**src/design/bbd_pkg.sv**
```systemverilog
package bbd_pkg;

   localparam int MAX_WIDTH   = 4096;
   localparam int MAX_HEIGHT  = 4096;
   localparam int SAMPLE_BITS = 16;
   localparam int SIZE_BITS   = 13;
   localparam int POS_BITS    = 12;
   localparam int Q_BITS      = 18;
   localparam int ADDR_BITS   = $clog2(MAX_WIDTH);
   localparam int RUN_SLOTS   = 4;

   // register indexes
   localparam logic CSR_IMAGE_WIDTH  = 1'b0;
   localparam logic CSR_IMAGE_HEIGHT = 1'b1;

   // result slots of one item, in delivery order
   localparam int SLOT_UP_LEFT  = 0;   // (x-1, y-1)
   localparam int SLOT_UP_HERE  = 1;   // (x,   y-1), last column
   localparam int SLOT_ROW_LEFT = 2;   // (x-1, y),   last row
   localparam int SLOT_ROW_HERE = 3;   // (x,   y),   last column and row

   typedef logic [SAMPLE_BITS-1:0] sample_type;
   typedef sample_type [2:0]       row_type;
   typedef row_type [2:0]          window_type;   // [row][col], index 0 oldest
   typedef logic [Q_BITS-1:0]      q_type;
   typedef logic [POS_BITS-1:0]    pos_type;
   typedef logic [SIZE_BITS-1:0]   size_type;
   typedef logic [RUN_SLOTS-1:0]   slot_mask_type;

   typedef struct packed {
      logic col_at_x;        // pixel column is the newest window column
      logic col_near_edge;   // window base column sits at -1
      logic row_at_y;
      logic row_near_edge;
      logic odd_col;
      logic odd_row;
   } tap_sel_type;

endpackage

```
**src/design/bbd_interp.sv**
```systemverilog
module bbd_interp (
   input  bbd_pkg::window_type  window,
   input  bbd_pkg::tap_sel_type sel,
   output bbd_pkg::q_type       red_q2,
   output bbd_pkg::q_type       green_q2,
   output bbd_pkg::q_type       blue_q2
);
   import bbd_pkg::*;

   function automatic row_type pick_row(window_type w, logic [1:0] i);
      case (i)
         2'd0:    pick_row = w[0];
         2'd1:    pick_row = w[1];
         default: pick_row = w[2];
      endcase
   endfunction

   function automatic sample_type pick_tap(row_type r, logic [1:0] i);
      case (i)
         2'd0:    pick_tap = r[0];
         2'd1:    pick_tap = r[1];
         default: pick_tap = r[2];
      endcase
   endfunction

   logic [1:0] cl, cc, cr, ru, rc, rd;
   row_type    up_row, mid_row, dn_row;
   sample_type c, l, r, u, d, ul, ur, dl, dr;
   q_type      orth, diag, centre4, lr2, ud2;

   always_comb begin
      // reflection by two lands the missing neighbour on the opposite tap
      cc = sel.col_at_x ? 2'd2 : 2'd1;
      cr = sel.col_at_x ? 2'd1 : 2'd2;
      cl = sel.col_at_x ? 2'd1 : (sel.col_near_edge ? 2'd2 : 2'd0);
      rc = sel.row_at_y ? 2'd2 : 2'd1;
      rd = sel.row_at_y ? 2'd1 : 2'd2;
      ru = sel.row_at_y ? 2'd1 : (sel.row_near_edge ? 2'd2 : 2'd0);

      up_row  = pick_row(window, ru);
      mid_row = pick_row(window, rc);
      dn_row  = pick_row(window, rd);

      c  = pick_tap(mid_row, cc);
      l  = pick_tap(mid_row, cl);
      r  = pick_tap(mid_row, cr);
      u  = pick_tap(up_row, cc);
      d  = pick_tap(dn_row, cc);
      ul = pick_tap(up_row, cl);
      ur = pick_tap(up_row, cr);
      dl = pick_tap(dn_row, cl);
      dr = pick_tap(dn_row, cr);

      orth    = Q_BITS'(l) + Q_BITS'(r) + Q_BITS'(u) + Q_BITS'(d);
      diag    = Q_BITS'(ul) + Q_BITS'(ur) + Q_BITS'(dl) + Q_BITS'(dr);
      centre4 = {c, 2'b00};
      lr2     = (Q_BITS'(l) + Q_BITS'(r)) << 1;
      ud2     = (Q_BITS'(u) + Q_BITS'(d)) << 1;

      case ({sel.odd_row, sel.odd_col})
         2'b00: begin   // red site
            red_q2 = centre4; green_q2 = orth; blue_q2 = diag;
         end
         2'b01: begin   // green, red row
            red_q2 = lr2; green_q2 = centre4; blue_q2 = ud2;
         end
         2'b10: begin   // green, blue row
            red_q2 = ud2; green_q2 = centre4; blue_q2 = lr2;
         end
         default: begin // blue site
            red_q2 = diag; green_q2 = orth; blue_q2 = centre4;
         end
      endcase
   end

endmodule

```
**config.mk**
```make
export PLATFORM = sky130hd
export DESIGN_NAME = bbd_interp
export DESIGN_NICKNAME = d
export VERILOG_FILES = /design/src/design/bbd_pkg.sv /design/src/design/bbd_interp.sv
export SDC_FILE = /design/constraint.sdc
export NUM_CORES = 1
export LEC_CHECK = 0
export ABC_AREA = 1
export BUFFER_PORTS_ARGS = -buffer_cell sky130_fd_sc_hd__buf_4
export CAP_MARGIN = 20
export CORE_ASPECT_RATIO = 2
export CORE_MARGIN = 5
export CORE_UTILIZATION = 45
export DETAILED_ROUTE_END_ITERATION = 10
export PLACE_DENSITY = 0.68
export SKIP_LAST_GASP = 1
export SYNTH_ARGS = -nofsm -noshare
export SYNTH_HDL_FRONTEND = slang
export SYNTH_SLANG_ARGS = --single-unit
```
**constraint.sdc**
```tcl
create_clock -name vclk -period 5.2
set_input_delay 0.26 -clock vclk [all_inputs]
set_output_delay 0.26 -clock vclk [all_outputs]
set_load 0.005 [all_outputs]
```
==> flow_summary.json <==
{
  "cp.depth": 19,
  "fillCellCount": 2311,
  "ys_warn_count": 0,
  "cp_data_required_time_ns": 4.94,
  "end_kind": "output port",
  "synth_top_cell_by_area": "nand2_1",
  "grt_overflow": 0,
  "multi_input_area_um2": 7930,
  "synth_top_cell_area_share_pct": 24.5,
  "wire_per_inst_um": 22.4,
  "fin_crit_sh_pct": 95.1,
  "status": "complete, no violations",
  "peakVddDrop_mv": 0.235,
  "hp-class": "input pin to output port",
  "drcViolationCount": 0,
  "startpoint": "sel[3]",
  "ys_seq_area_share_pct": 0,
  "timing.hold.worst_path_depth": 8,
  "syn_inst": 1814,
  "critPathLaunchType": "input pin",
  "slowest_delay_ns": 0.53,
  "fmax_mhz": 202,
  "path_buf_inv": 6,
  "dpl_worst_slack_ns": 0.188,
  "routed-via-count": 12800,
  "initial_core_util_pct": 45.7,
  "path_max_fanout": 74,
  "power.switching_mw": 2.53,
  "critPathTopFamily": "compound AO/OA/AOI/OAI gates",
  "synth.top_cells.by_count": "nand2_1 (628), inv_1 (328), nand3_1 (111), o21ai_0 (105)",
  "synthToLayoutAreaGrowth_pct": 18.9,
  "timing.final.ws_setup_ns": 0.255,
  "seqPwrFrac_pct": 0,
  "leakagePower_nw": 6.67,
  "pwr-share-clk_pct": 0,
  "grt_antenna_before_repair": 0,
  "die-area_um2": 24600,
  "layout-drive-gt1-share_pct": 15.0,
  "cap_violations": 0,
  "synthesis.area_um2": 9610,
  "io_pins": 204,
  "drt-total-wl_um": 50500,
  "hpwl_um": 43700,
  "dieWidth_um": 113,
  "track_usage_pct": 39.8,
  "finalCriticalPeriod_ns": 4.95,
  "grt_pass1_wl_um": 73100,
  "gp_congestion": 1.12,
  "nNetsFinal": 2255,
  "final_antenna_net_count": 0,
  "synthesis.nets": 2084,
  "finalMaxSlewViolations": 0,
  "seq_cells": 0,
  "tightestPinTransition_ns": 1.16,
  "initialDrtViolationCount": 1262,
  "pwr_density_cell_nw_per_um2": 348,
  "p_sw_share_pct": 63.6,
  "cp-endpoint": "red_q2[15]",
  "grt_max_degree": 85,
  "finalHoldViolCount": 0,
  "grt_pass1_vias": 12600,
  "rows": 75,
  "insertedDiodeCount": 0,
  "cp_common_cell": "buf_4",
  "dr.pass1.iters": 7,
  "p_comb_share_pct": 100.0,
  "synth_area_leaders": "nand2_1 (25%), inv_1 (13%), fa_1 (11%), ha_1 (9.0%), nand3_1 (5.8%)",
  "crit_chain": "buf_4, buf_16, buf_4, o21ai_1, inv_1, nand2_1, o21ai_1, o21ai_0, fa_1, fa_1, ha_1, a21oi_1, nand2_1, a21oi_1, nand3_1, and2_1, o21ai_0, inv_1, buf_4",
  "synth_cell_types": 47,
  "seq_area_um2": 0,
  "critPathKind": "input pin to output port",
  "crit_slowest_cell": "o21ai_1",
  "rsz0062_at_grt": "yes",
  "cp.arrival_ns": 4.69,
  "routed_via_density": 5.69,
  "power_mw": 3.98,
  "relSlewSlack_pct": 21.7,
  "synth_area_per_cell_um2": 5.30,
  "port_buffers": 204,
  "p_int_mw": 1.45,
  "setup_violations": 0,
  "fp.coreArea_um2": 21000,
  "die_h_um": 217,
  "nClkBuffers": 0,
  "synthMostInstantiatedCell": "nand2_1"
}
[tightest hold or removal path: cells and delay by family]
family | cells | cell delay, ns
buffers and inverters | 2 | 0.18
and+or+nand+nor | 4 | 0.26
AOI/OAI and AO/OA | 2 | 0.19
[timing repair]
action / 4_1_cts / 5_1_grt
endpoints found under the setup margin: 0 / 11
hold buffers: 0 / 0
resized for setup: 0 / 18
setup buffers: 0 / 2
[logic make-up (layout without fill, tap and decap cells)]
| kind of cell | after synthesis | in the layout | share of synthesized area, % |
|---|---|---|---|
| AOI/OAI and AO/OA | 370 | 370 | 22.5 |
| xor gates and xnor gates | 23 | 23 | 2.10 |
| muxes | 5 | 5 | 0.521 |
| buffers and inverters | 416 | 585 | 17.8 |
| adders and majority gates | 120 | 120 | 19.6 |
| and+or+nand+nor | 880 | 880 | 37.4 |
[layer usage]
layer / wire (um) / global-route usage (%) / share of wire (%)
met1: 15600 / 37.0 / 31
met2: 24300 / 69.0 / 48
met3: 3460 / 6.20 / 6.8
met4: 7260 / 42.7 / 14
met5: 0 / 0 / 0
[power groups by stage]
stage | Clock, mW | Combinational [mW] | Sequential, mW
after floorplan | 0 | 2.43 | 0
after global placement | 0 | 3.80 | 0
after detailed placement | 0 | 3.83 | 0
after CTS | 0 | 3.84 | 0
after global routing | 0 | 4.34 | 0
final | 0 | 3.98 | 0
[cells in the final DEF, fill, tap and decap left out, types with 7 or more instances in the layout]
master      n
o21ai_2    22
nand2_1   628
inv_1     328
and2_1      9
xor2_1     12
o211ai_1   21
nor2_1     86
nand3b_1   15
o21ai_0   100
inv_2      10
xnor2_1     8
nor3_1     10
a21oi_1    85
or2_2       7
fa_1       51
o22ai_1    21
ha_1       68
o21ai_1    74
nand3_1   111
buf_4     240
[layout make-up]
type	instances	area share, %
inverters	341	11.3
multi-input cells	1398	69.4
well taps	269	2.94
repair buffers	244	16.4
[stage by stage]
stage          hold WS, ns  instance area (um2)  util (%)  instances  TNS [ns]
6_report              1.15                11400      54.4       2252         0
2_1_floorplan        0.831                 9610         -       1814         0
5_1_grt               1.19                11400      54.4       2252   -0.0134
3_5_place_dp          1.14                11400      54.0       2250         0
3_3_place_gp          1.14                11400      54.0       2250         0
4_1_cts               1.14                11400      54.0       2250         0
[worst min path at each step]
stage	start	end	slack, ns
2_1_floorplan	window[125]	blue_q2[15]	0.83
3_3_place_gp	sel[5]	green_q2[12]	1.14
3_5_place_dp	window[90]	green_q2[12]	1.14
4_1_cts	sel[5]	green_q2[12]	1.14
5_1_grt	window[87]	green_q2[9]	1.19
6_report	window[90]	green_q2[12]	1.15
Note: power is estimated with default switching activity, not from simulation.
